[config.mk]
export PLATFORM = sky130hd
export DESIGN_NAME = scbp_ctrl
export DESIGN_NICKNAME = d
export VERILOG_FILES = /design/src/rtl/scbp_pkg.sv /design/src/rtl/scbp_ctrl.sv
export SDC_FILE = /design/constraint.sdc
export NUM_CORES = 1
export LEC_CHECK = 0
export BUFFER_PORTS_ARGS = -buffer_cell sky130_fd_sc_hd__clkbuf_2
export CORE_MARGIN = 2
export CORE_UTILIZATION = 60
export DETAILED_ROUTE_END_ITERATION = 12
export GPL_ROUTABILITY_DRIVEN = 0
export PLACE_DENSITY = 0.88
export SETUP_SLACK_MARGIN = 0.4
export SYNTH_ARGS = -nofsm -noshare
export SYNTH_HDL_FRONTEND = slang
export SYNTH_SLANG_ARGS = --single-unit
[constraint.sdc]
create_clock -name i_clk -period 14.3 [get_ports i_clk]
set_input_delay 2.145 -clock i_clk [delete_from_list [all_inputs] [get_ports i_clk]]
set_output_delay 2.145 -clock i_clk [all_outputs]
set_load 0.01 [all_outputs]
[src/rtl/scbp_pkg.sv]
// Shared types and codes for the size-class buffer pool.
// Holds the item, result, action, status and sequencer state types.
// No dependencies; every other file of the block imports it.
`default_nettype none

package scbp_pkg;

    // Width of a buffer handle on the ports and in the stack memory.
    localparam int HANDLE_W = 10;
    // Width of one configuration register and of the register index.
    localparam int CFG_DATA_W = 16;
    localparam int CFG_IDX_W  = 3;
    // Number of pools that have configuration registers.
    localparam int CFG_POOLS  = 4;

    // Configuration register indexes.
    localparam logic [CFG_IDX_W-1:0] REG_SIZE_0  = 3'd0;
    localparam logic [CFG_IDX_W-1:0] REG_SIZE_1  = 3'd1;
    localparam logic [CFG_IDX_W-1:0] REG_SIZE_2  = 3'd2;
    localparam logic [CFG_IDX_W-1:0] REG_SIZE_3  = 3'd3;
    localparam logic [CFG_IDX_W-1:0] REG_COUNT_0 = 3'd4;
    localparam logic [CFG_IDX_W-1:0] REG_COUNT_1 = 3'd5;
    localparam logic [CFG_IDX_W-1:0] REG_COUNT_2 = 3'd6;
    localparam logic [CFG_IDX_W-1:0] REG_COUNT_3 = 3'd7;

    typedef enum logic [1:0] {
        ACT_INIT = 2'd0,
        ACT_GET  = 2'd1,
        ACT_FREE = 2'd2,
        ACT_NONE = 2'd3
    } t_action;

    typedef enum logic [2:0] {
        ST_OK       = 3'd0,
        ST_NO_BUF   = 3'd1,
        ST_FULL     = 3'd2,
        ST_NO_MATCH = 3'd3,
        ST_NEG      = 3'd4
    } t_status;

    // Input item; the last field sits in the lowest bits.
    typedef struct packed {
        logic [7:0]          ref_count;
        logic [15:0]         size_tag;
        logic [HANDLE_W-1:0] handle;
        logic [15:0]         req_size;
        t_action             action;
    } t_item;

    // Result item; the last field sits in the lowest bits.
    typedef struct packed {
        logic [1:0]          pool_index;
        logic signed [8:0]   new_ref_count;
        logic [HANDLE_W-1:0] out_handle;
        t_status             status;
    } t_result;

    // Sequencer states.
    typedef enum logic [3:0] {
        SQ_IDLE   = 4'b0001,
        SQ_GET_RD = 4'b0010,
        SQ_INIT   = 4'b0100,
        SQ_HOLD   = 4'b1000
    } t_state;

endpackage

`default_nettype wire

[src/rtl/scbp_ctrl.sv]
// Pool sequencer: per-pool top, limit and size registers, pool match,
// init sweep of the stack memory and the output register.
// Depends on scbp_pkg; drives scbp_stack_mem through its port signals.
`default_nettype none

module scbp_ctrl
    import scbp_pkg::*;
#(
    parameter int NUM_POOLS  = 4,
    parameter int POOL_DEPTH = 256,
    parameter int AW         = 10
) (
    input  wire logic                i_clk,
    input  wire logic                i_rst_n,
    // Input item channel.
    input  wire logic                i_valid,
    output logic                     o_ready,
    input  wire t_item               i_item,
    // Result channel.
    output logic                     o_valid,
    input  wire logic                i_out_ready,
    output t_result                  o_res,
    // Pool setup as seen by init.
    input  wire logic [15:0]         i_cfg_size  [NUM_POOLS],
    input  wire logic [8:0]          i_cfg_count [NUM_POOLS],
    // Stack memory port.
    output logic                     o_mem_we,
    output logic                     o_mem_re,
    output logic [AW-1:0]            o_mem_addr,
    output logic [HANDLE_W-1:0]      o_mem_wdata,
    input  wire logic [HANDLE_W-1:0] i_mem_rdata
);

    localparam int PW = (NUM_POOLS > 1) ? $clog2(NUM_POOLS) : 1;
    localparam int SW = (POOL_DEPTH > 1) ? $clog2(POOL_DEPTH) : 1;
    localparam int CW = $clog2(POOL_DEPTH + 1);

    t_state          r_state, n_state;
    logic [CW-1:0]   r_top   [NUM_POOLS];
    logic [CW-1:0]   r_limit [NUM_POOLS];
    logic [15:0]     r_size  [NUM_POOLS];
    logic [PW-1:0]   r_pool;
    logic [SW-1:0]   r_slot;
    logic [AW-1:0]   r_addr;
    logic [1:0]      r_get_pidx;
    t_result         r_res;
    t_result         r_out, n_out;
    logic            r_out_valid, n_out_valid;

    logic            accept;
    logic            slot_free;
    logic [NUM_POOLS-1:0] get_hit, free_hit, over_lim;
    logic [PW-1:0]   get_sel, free_sel;
    logic            get_any, free_any;
    logic [CW-1:0]   get_top, free_top, free_lim;
    logic            push_ok, do_push, do_get;
    logic [AW-1:0]   get_addr, free_addr;
    logic            sweep_last, sweep_we;
    t_result         imm_res, fin_res;
    logic            imm_done, fin_valid;

    // Base address of a pool's stack in the shared memory.
    function automatic logic [AW-1:0] pool_base(input logic [PW-1:0] p);
        int b;
        b = int'(p) * POOL_DEPTH;
        return AW'(b);
    endfunction

    // Buffer count of a pool after capping at the stack depth.
    function automatic logic [CW-1:0] cap_count(input logic [8:0] c);
        logic [CW-1:0] v;
        if (32'(c) > 32'(POOL_DEPTH)) begin
            v = CW'(POOL_DEPTH);
        end else begin
            v = CW'(c);
        end
        return v;
    endfunction

    // Handle written by init: the memory address, kept to handle width.
    function automatic logic [HANDLE_W-1:0] addr_handle(input logic [AW-1:0] a);
        logic [31:0] t;
        t = 32'(a);
        return t[HANDLE_W-1:0];
    endfunction

    assign accept    = i_valid && (r_state == SQ_IDLE);
    assign slot_free = !r_out_valid || i_out_ready;

    // Pool match: first non-empty pool that fits a get, first pool whose size equals a tag.
    always_comb begin
        get_sel  = '0;
        free_sel = '0;
        for (int p = 0; p < NUM_POOLS; p++) begin
            get_hit[p]  = (i_item.req_size <= r_size[p]) && (r_top[p] != '0);
            free_hit[p] = (i_item.size_tag == r_size[p]);
            over_lim[p] = (r_top[p] > r_limit[p]);
        end
        for (int p = NUM_POOLS - 1; p >= 0; p--) begin
            if (get_hit[p]) begin
                get_sel = PW'(p);
            end
            if (free_hit[p]) begin
                free_sel = PW'(p);
            end
        end
    end

    assign get_any   = |get_hit;
    assign free_any  = |free_hit;
    assign get_top   = r_top[get_sel];
    assign free_top  = r_top[free_sel];
    assign free_lim  = r_limit[free_sel];
    assign push_ok   = (free_top < free_lim) && (32'(free_top) < 32'(POOL_DEPTH));
    assign get_addr  = pool_base(get_sel) + AW'(get_top - CW'(1));
    assign free_addr = pool_base(free_sel) + AW'(free_top);

    assign do_get  = accept && (i_item.action == ACT_GET) && get_any;
    assign do_push = accept && (i_item.action == ACT_FREE) && (i_item.ref_count == 8'd1)
                     && free_any && push_ok;

    // Init sweep position.
    assign sweep_last = (r_pool == PW'(NUM_POOLS - 1)) && (r_slot == SW'(POOL_DEPTH - 1));
    assign sweep_we   = (r_state == SQ_INIT) && (CW'(r_slot) < r_limit[r_pool])
                        && (32'(r_slot) < 32'(POOL_DEPTH));

    // Stack memory access.
    always_comb begin
        o_mem_we    = do_push || sweep_we;
        o_mem_re    = do_get;
        o_mem_wdata = i_item.handle;
        o_mem_addr  = free_addr;
        if (r_state == SQ_INIT) begin
            o_mem_addr  = r_addr;
            o_mem_wdata = addr_handle(r_addr);
        end else if (i_item.action == ACT_GET) begin
            o_mem_addr = get_addr;
        end
    end

    // Result of an item that finishes in the cycle it is accepted.
    always_comb begin
        imm_res = '{pool_index: 2'd0, new_ref_count: 9'sd0,
                    out_handle: '0, status: ST_OK};
        imm_done = accept;
        case (i_item.action)
            ACT_INIT: begin
                imm_done = 1'b0;
            end
            ACT_GET: begin
                imm_done = accept && !get_any;
                imm_res.status = ST_NO_BUF;
            end
            ACT_FREE: begin
                if (i_item.ref_count == 8'd0) begin
                    imm_res.status        = ST_NEG;
                    imm_res.new_ref_count = -9'sd1;
                end else if (i_item.ref_count > 8'd1) begin
                    imm_res.new_ref_count = $signed({1'b0, i_item.ref_count} - 9'd1);
                end else if (!free_any) begin
                    imm_res.status = ST_NO_MATCH;
                end else begin
                    imm_res.pool_index = 2'(free_sel);
                    imm_res.status     = push_ok ? ST_OK : ST_FULL;
                end
            end
            default: begin
                imm_res.status = ST_OK;
            end
        endcase
    end

    // Result that is ready to leave in this cycle, whatever its source.
    always_comb begin
        fin_valid = 1'b0;
        fin_res   = '{pool_index: 2'd0, new_ref_count: 9'sd0,
                      out_handle: '0, status: ST_OK};
        unique case (r_state)
            SQ_IDLE: begin
                fin_valid = imm_done;
                fin_res   = imm_res;
            end
            SQ_GET_RD: begin
                fin_valid = 1'b1;
                fin_res   = '{pool_index: r_get_pidx, new_ref_count: 9'sd1,
                              out_handle: i_mem_rdata, status: ST_OK};
            end
            SQ_INIT: begin
                fin_valid = sweep_last;
            end
            SQ_HOLD: begin
                fin_valid = 1'b1;
                fin_res   = r_res;
            end
            default: begin
                fin_valid = 1'b0;
            end
        endcase
    end

    // Next state and output register.
    always_comb begin
        n_state     = r_state;
        n_out       = r_out;
        n_out_valid = r_out_valid && !i_out_ready;
        if (fin_valid) begin
            if (slot_free) begin
                n_out       = fin_res;
                n_out_valid = 1'b1;
                n_state     = SQ_IDLE;
            end else begin
                n_state = SQ_HOLD;
            end
        end else if (accept && (i_item.action == ACT_INIT)) begin
            n_state = SQ_INIT;
        end else if (do_get) begin
            n_state = SQ_GET_RD;
        end
    end

    // Control registers.
    always_ff @(posedge i_clk) begin
        if (!i_rst_n) begin
            r_state     <= SQ_IDLE;
            r_out_valid <= 1'b0;
            for (int p = 0; p < NUM_POOLS; p++) begin
                r_top[p]   <= '0;
                r_limit[p] <= '0;
                r_size[p]  <= '0;
            end
        end else begin
            r_state     <= n_state;
            r_out_valid <= n_out_valid;
            if (accept && (i_item.action == ACT_INIT)) begin
                for (int p = 0; p < NUM_POOLS; p++) begin
                    r_top[p]   <= cap_count(i_cfg_count[p]);
                    r_limit[p] <= cap_count(i_cfg_count[p]);
                    r_size[p]  <= i_cfg_size[p];
                end
            end else if (do_get) begin
                r_top[get_sel] <= get_top - CW'(1);
            end else if (do_push) begin
                r_top[free_sel] <= free_top + CW'(1);
            end
        end
    end

    // Payload registers and sweep counters.
    always_ff @(posedge i_clk) begin
        r_out <= n_out;
        if (fin_valid && !slot_free) begin
            r_res <= fin_res;
        end
        if (do_get) begin
            r_get_pidx <= 2'(get_sel);
        end
        if (accept && (i_item.action == ACT_INIT)) begin
            r_pool <= '0;
            r_slot <= '0;
            r_addr <= '0;
        end else if (r_state == SQ_INIT) begin
            r_addr <= r_addr + AW'(1);
            if (r_slot == SW'(POOL_DEPTH - 1)) begin
                r_slot <= '0;
                r_pool <= r_pool + PW'(1);
            end else begin
                r_slot <= r_slot + SW'(1);
            end
        end
    end

    assign o_ready = (r_state == SQ_IDLE);
    assign o_valid = r_out_valid;
    assign o_res   = r_out;

    // A read result is only awaited after a get was issued to the memory.
    a_get_after_read: assert property (@(posedge i_clk) disable iff (!i_rst_n)
        (r_state == SQ_GET_RD) |-> $past(o_mem_re))
        else $error("get read state without a memory read");

    // The stack is written only by the init sweep or an accepted free.
    a_write_source: assert property (@(posedge i_clk) disable iff (!i_rst_n)
        o_mem_we |-> ((r_state == SQ_INIT) || (accept && (i_item.action == ACT_FREE))))
        else $error("stack written outside init or free");

    // A held result means the output register is still occupied.
    a_hold_full: assert property (@(posedge i_clk) disable iff (!i_rst_n)
        (r_state == SQ_HOLD) |-> r_out_valid)
        else $error("result held while output register is empty");

    // No pool ever holds more handles than init gave it.
    a_top_limit: assert property (@(posedge i_clk) disable iff (!i_rst_n)
        over_lim == '0)
        else $error("pool stack top above its limit");

endmodule

`default_nettype wire

### Word-level counts from Yosys, hierarchy flattened

Memory sizes are Yosys's and may differ from the RTL's. A register that Yosys moved wholly into a read port is not among the register bits.
Cells that the tools add are included.

* add/subtract/negate cells: 9
* magnitude comparators: 12
* equal/unequal tests: 13
* mux-type cells: 77
* bitwise gates (word level): 12
* reductions and logical operators: 38

Operators with widths (number)
* $mux 9: 24
* $pmux 24 s3: 1
* $eq 16x16->1: 4
* $le 16x16->1: 4
* $mux 16: 4
* $gt 9x9->1 const B: 4
* $reduce_bool 9->1: 4
* $mux 2: 17
* $mux 10: 3
* $logic_and 1x1->1: 18
* $reduce_or 9->1: 2
* $mux 1: 17
* $mux 4: 4
* $or 1x1->1: 12
* $mux 11: 1
* $add 10x1->10 const B: 1
* $add 10x10->10: 1
* $add 10x9->10: 1
* $sub 9x1->10 const B: 1
* $add 9x1->9 const B: 1
* $lt 8x9->1: 1
* $lt 9x9->1: 1
* $lt 9x9->1 const B: 1
* $sub 8x1->9 const B: 1
* 25 further kinds: 33

* flip-flop bits (word level): 75
* RAM bits: 136
* input port bits: 166
* output and inout port bits: 48
* word-level logic and storage cells: 178
* memories: 3

Memory list
* r_size: depth 4, width 16, read ports 4, clocked after Yosys merged registers in 0, wr ports 4, RTL line scbp_ctrl.sv:41 `logic [15:0] r_size [NUM_POOLS];`
* r_limit: depth 4, width 9, read ports 2, clocked after Yosys merged registers in 1, wr ports 4, RTL line scbp_ctrl.sv:40 `logic [CW-1:0] r_limit [NUM_POOLS];`
* r_top: depth 4, width 9, read ports 6, clocked after Yosys merged registers in 0, wr ports 4, RTL line scbp_ctrl.sv:39 `logic [CW-1:0] r_top [NUM_POOLS];`

### Longest topological paths before layout

An unclocked memory read counts as a cell.

* depth in word-level cells: 17
* depth in mapped cells: 25
* depth with buffers taken out: 23

### Worst setup path before layout

No wires, ideal clock.

* path type: in2out
* start: input i_item[15] (netlist bit)
* end: output o_mem_addr[9]
* arrival: 6.753 ns
* data required time: 12.155 ns
* setup slack: 5.402 ns
* stages on the path: 24
* buffers on the path: 2
* cells stage by stage: ha_1 -> nand4_1 -> nor4_1 -> a21boi_0 -> nor4_1 -> nor4_1 -> nand2b_1 -> buf_4 -> buf_6 -> mux2i_1 -> mux2i_1 -> inv_1 -> ha_1 -> fa_1 -> a21o_1 -> a21oi_1 -> o21bai_1 -> a21oi_1 -> o21bai_1 -> a21oi_1 -> xnor2_1 -> xnor2_1 -> a21oi_1 -> o21ai_0

* longest elaborated chain between the ends: 11
* elaborated cells between the ends (all ways): 17
* classes of those cells: add/sub: 2; order compare: 4; mux: 6; reduce/logical: 4; memory: 1

Ends and longest elaborated chain
* start, declared: RTL line scbp_ctrl.sv:18 `input wire t_item i_item,`
* $le 16x16->1: RTL line scbp_ctrl.sv:95 `get_hit[p] = (i_item.req_size <= r_size[p]) && (r_top[p] != '0);`
* $logic_and 1x1->1: RTL line scbp_ctrl.sv:95
* $mux 2 (3 in series): RTL line scbp_ctrl.sv:100 `if (get_hit[p]) begin`
* $mux 2 *: RTL line scbp_ctrl.sv:100
* $mem_v2 4x9
* $sub 9x1->10: RTL line scbp_ctrl.sv:115 `assign get_addr = pool_base(get_sel) + AW'(get_top - CW'(1));`
* $add 10x10->10 *: RTL line scbp_ctrl.sv:115
* $mux 10 *: RTL line scbp_ctrl.sv:136 `end else if (i_item.action == ACT_GET) begin`
* $mux 10 *: RTL line scbp_ctrl.sv:133 `if (r_state == SQ_INIT) begin`
* end, declared: RTL line scbp_ctrl.sv:29 `output logic [AW-1:0] o_mem_addr,`

Mark *: on every way between the ends. The rest lies on a longest branch, timed or not.

### Worst setup path after layout

* start: input i_item[13] (netlist bit)
* end: output o_mem_addr[9]

Same word-level chain as after synthesis.

==> qor.csv <==
metric;value;unit
cts_setup_buffers;0;
n_fill_cell;1498;
cts_resized;0;
p_per_area;111;nW/um^2
cts_buffer_depth;3;
hpwl;28900;um
drv_slew;0;
final_area;15600;um^2
start_kind;input pin;
post_drt_wl_per_cell;21.7;um
grt_use_total;0.317;
root_buffer;clkbuf_16;
relSlewSlack;0.183;
htree_num_levels;1;
insertion_delay;0.53;ns
path_class;input pin to output pin;
worstSetupEndpointType;output pin;
cts_made_buffers;22;
cp_max_fo;19;
synth-seq-cells;213;
antenna_found_initial;0;
yosysUniqueCellTypes;67;
critPathRequiredTime;12.15;ns
cts.clk_slew.worst_paths;0.06;ns
grt_pass1_wl;59100;um
arrival;7.81;ns
cts_tree;done;
grt_overflow;0;
rows;54;
placed_area;14900;um^2
ir_drop;123;uV
drc_errors;0;
ioPinCount;214;
setup_viol;0;
crit_family;compound AO/OA/AOI/OAI gates;
synth-edff-count;186;
final_util;0.711;
syn_nets;1537;
async_reset_ff_frac;0;
drive_gt1_frac;0.207;
ant_nets;0;
min_path_type;register to register;
crit_top_cell;a21oi_1;
grt_pass1_vias;11100;
rrSetupSlack;6.83;ns
worst_slew_pin_slew;1.23;ns
drt-vias-per-instance;6.35;
drt_iter0_markers;1214;
rsz0062_at_grt;false;
crit_slowest_cell;nor4_1;
core;22000;um^2
regArea;6130;um^2
top_layer;met4;
drv_cap;0;
start_util;0.616;
cp.buffers_inverters;4;
die-area;23800;um^2
diodes;0;
met1_length;14800;um
routed_wl;38200;um
synth_seq_area_share;0.453;
vias;11200;
synth_area_per_cell;10.7;um^2
p_leak;0.00698;uW
multi_input_area;6840;um^2
fin_crit_sh;0.696;
outcome;finished, final reports clean;
period_minus_slack;9.95;ns
synthFlopType;edfxtp_1;
hold_viol;0;
port_buffers;213;
ys_warn_count;0;
wl_met2;17200;um
synthCells;1261;
max_stage_delay;0.46;ns
dr.pass1.iters;5;
die_h;154;um
fin_nets;1742;
synth_area;13500;um^2
finClkSkew;0.0242;ns
cts_hold_buf;0;
cts.sinks;213;
wl_met3;4600;um
tns;0;ns
grt_max_degree;92;
fmax;100;MHz
die_x;154;um
area_growth;15.4;%
per-stage QoR:
stage	worst slack [ns]	hold slack, ns	total power (uW)	instances
3_5_place_dp	4.49	0.496	1130	1722
6_report	4.35	0.501	1730	1761
3_3_place_gp	4.76	0.466	1110	1722
2_1_floorplan	5.40	0.458	993	1261
5_1_grt	3.96	0.532	1790	1761
4_1_cts	4.47	0.505	1720	1761
flip-flops by register name, summed over array words and instances, names as in the netlist, named ones only:
name / count
r_size: 64
r_limit: 36
r_top: 36
o_res: 24
r_res: 24
r_addr: 10
r_slot: 8
r_state: 4
r_get_pidx: 2
r_pool: 2
o_valid: 1
power by group:
group / internal, uW / switching, uW
combinational: 154 / 229
clock: 353 / 247
sequential: 716 / 33.6
total: 1220 / 509
cell usage in the layout (no fill, tap or decap), types with 11 or more instances in the layout:
cell type and instances:
clkbuf_2 213, dfxtp_1 27, xor2_1 51, nand3_1 15
and2_1 34, o21ai_0 40, xnor2_1 52, and3_1 75
mux2_2 16, mux2i_1 58, a21o_1 21, ha_1 109
o21bai_1 24, nand4_1 27, a21oi_1 41, nor4_1 21
nand2_1 106, nor2_1 52, a22o_1 16, clkbuf_16 22
inv_1 104, nor3_1 12, edfxtp_1 186, nor2b_1 13
mux4_2 11, buf_4 11
layout make-up:
type	count	area share
well taps	280	0.0224
inverters	106	0.0256
clock inverters	9	0.00842
multi-input cells	899	0.438
flip-flops and latches	213	0.392
clock buffers	30	0.0391
repair buffers	224	0.0736
final timing paths:
path	from	to	depth (start not counted)
hold / removal	r_addr[7]	r_addr[7]	2
setup / recovery	i_item[13]	o_mem_addr[9]	25
hold reg to reg	r_addr[7]	r_addr[7]	2
setup reg to reg	r_size[3][1]	r_top[2][2]	18
per-layer routing:
layer,vias up,track usage
met1,5242,0.419
met3,147,0.0738
met5,-,0
met4,0,0.126
met2,778,0.508
li1,5022,-
kinds of logic (layout without fill, tap and decap cells):
family,after synthesis,after routing,share of synthesized area
and+or+nand+nor,396,396,0.157
muxes,85,85,0.0746
adders and majority gates,110,110,0.102
DFF,213,213,0.453
AOI/OAI and AO/OA,205,205,0.103
buffers and inverters,149,369,0.0437
xor gates and xnor gates,103,103,0.0667
worst min-delay path: cells and delay by family, from the launching register on:
family          cells  cell delay (ns)
flops               1             0.33
compound gates      2             0.13
Yosys cell counts (6+ instances only):
library cell,number,share of area
a22o_1,16,0.010
nor2_1,53,0.015
o21bai_1,24,0.013
o21ai_0,40,0.015
o211ai_1,6,0.0033
edfxtp_1,186,0.41
and3_1,76,0.035
dfxtp_1,27,0.040
ha_1,109,0.10
mux2_2,16,0.013
a31oi_1,7,0.0032
nor4_1,21,0.0097
xnor2_1,52,0.034
a211oi_1,6,0.0033
mux4_2,11,0.018
inv_1,105,0.029
o31ai_1,8,0.0044
a21o_1,21,0.012
nor2b_1,13,0.0060
xor2_1,51,0.033
a21oi_1,41,0.015
nor3_1,12,0.0044
nand4_1,27,0.012
nand2_1,106,0.029
and4_1,7,0.0045
and2_1,34,0.016
a21boi_0,6,0.0033
mux2i_1,58,0.043
nand3_1,15,0.0056
clkbuf_1,32,0.0089
Note: power is estimated with default switching activity, not from simulation.
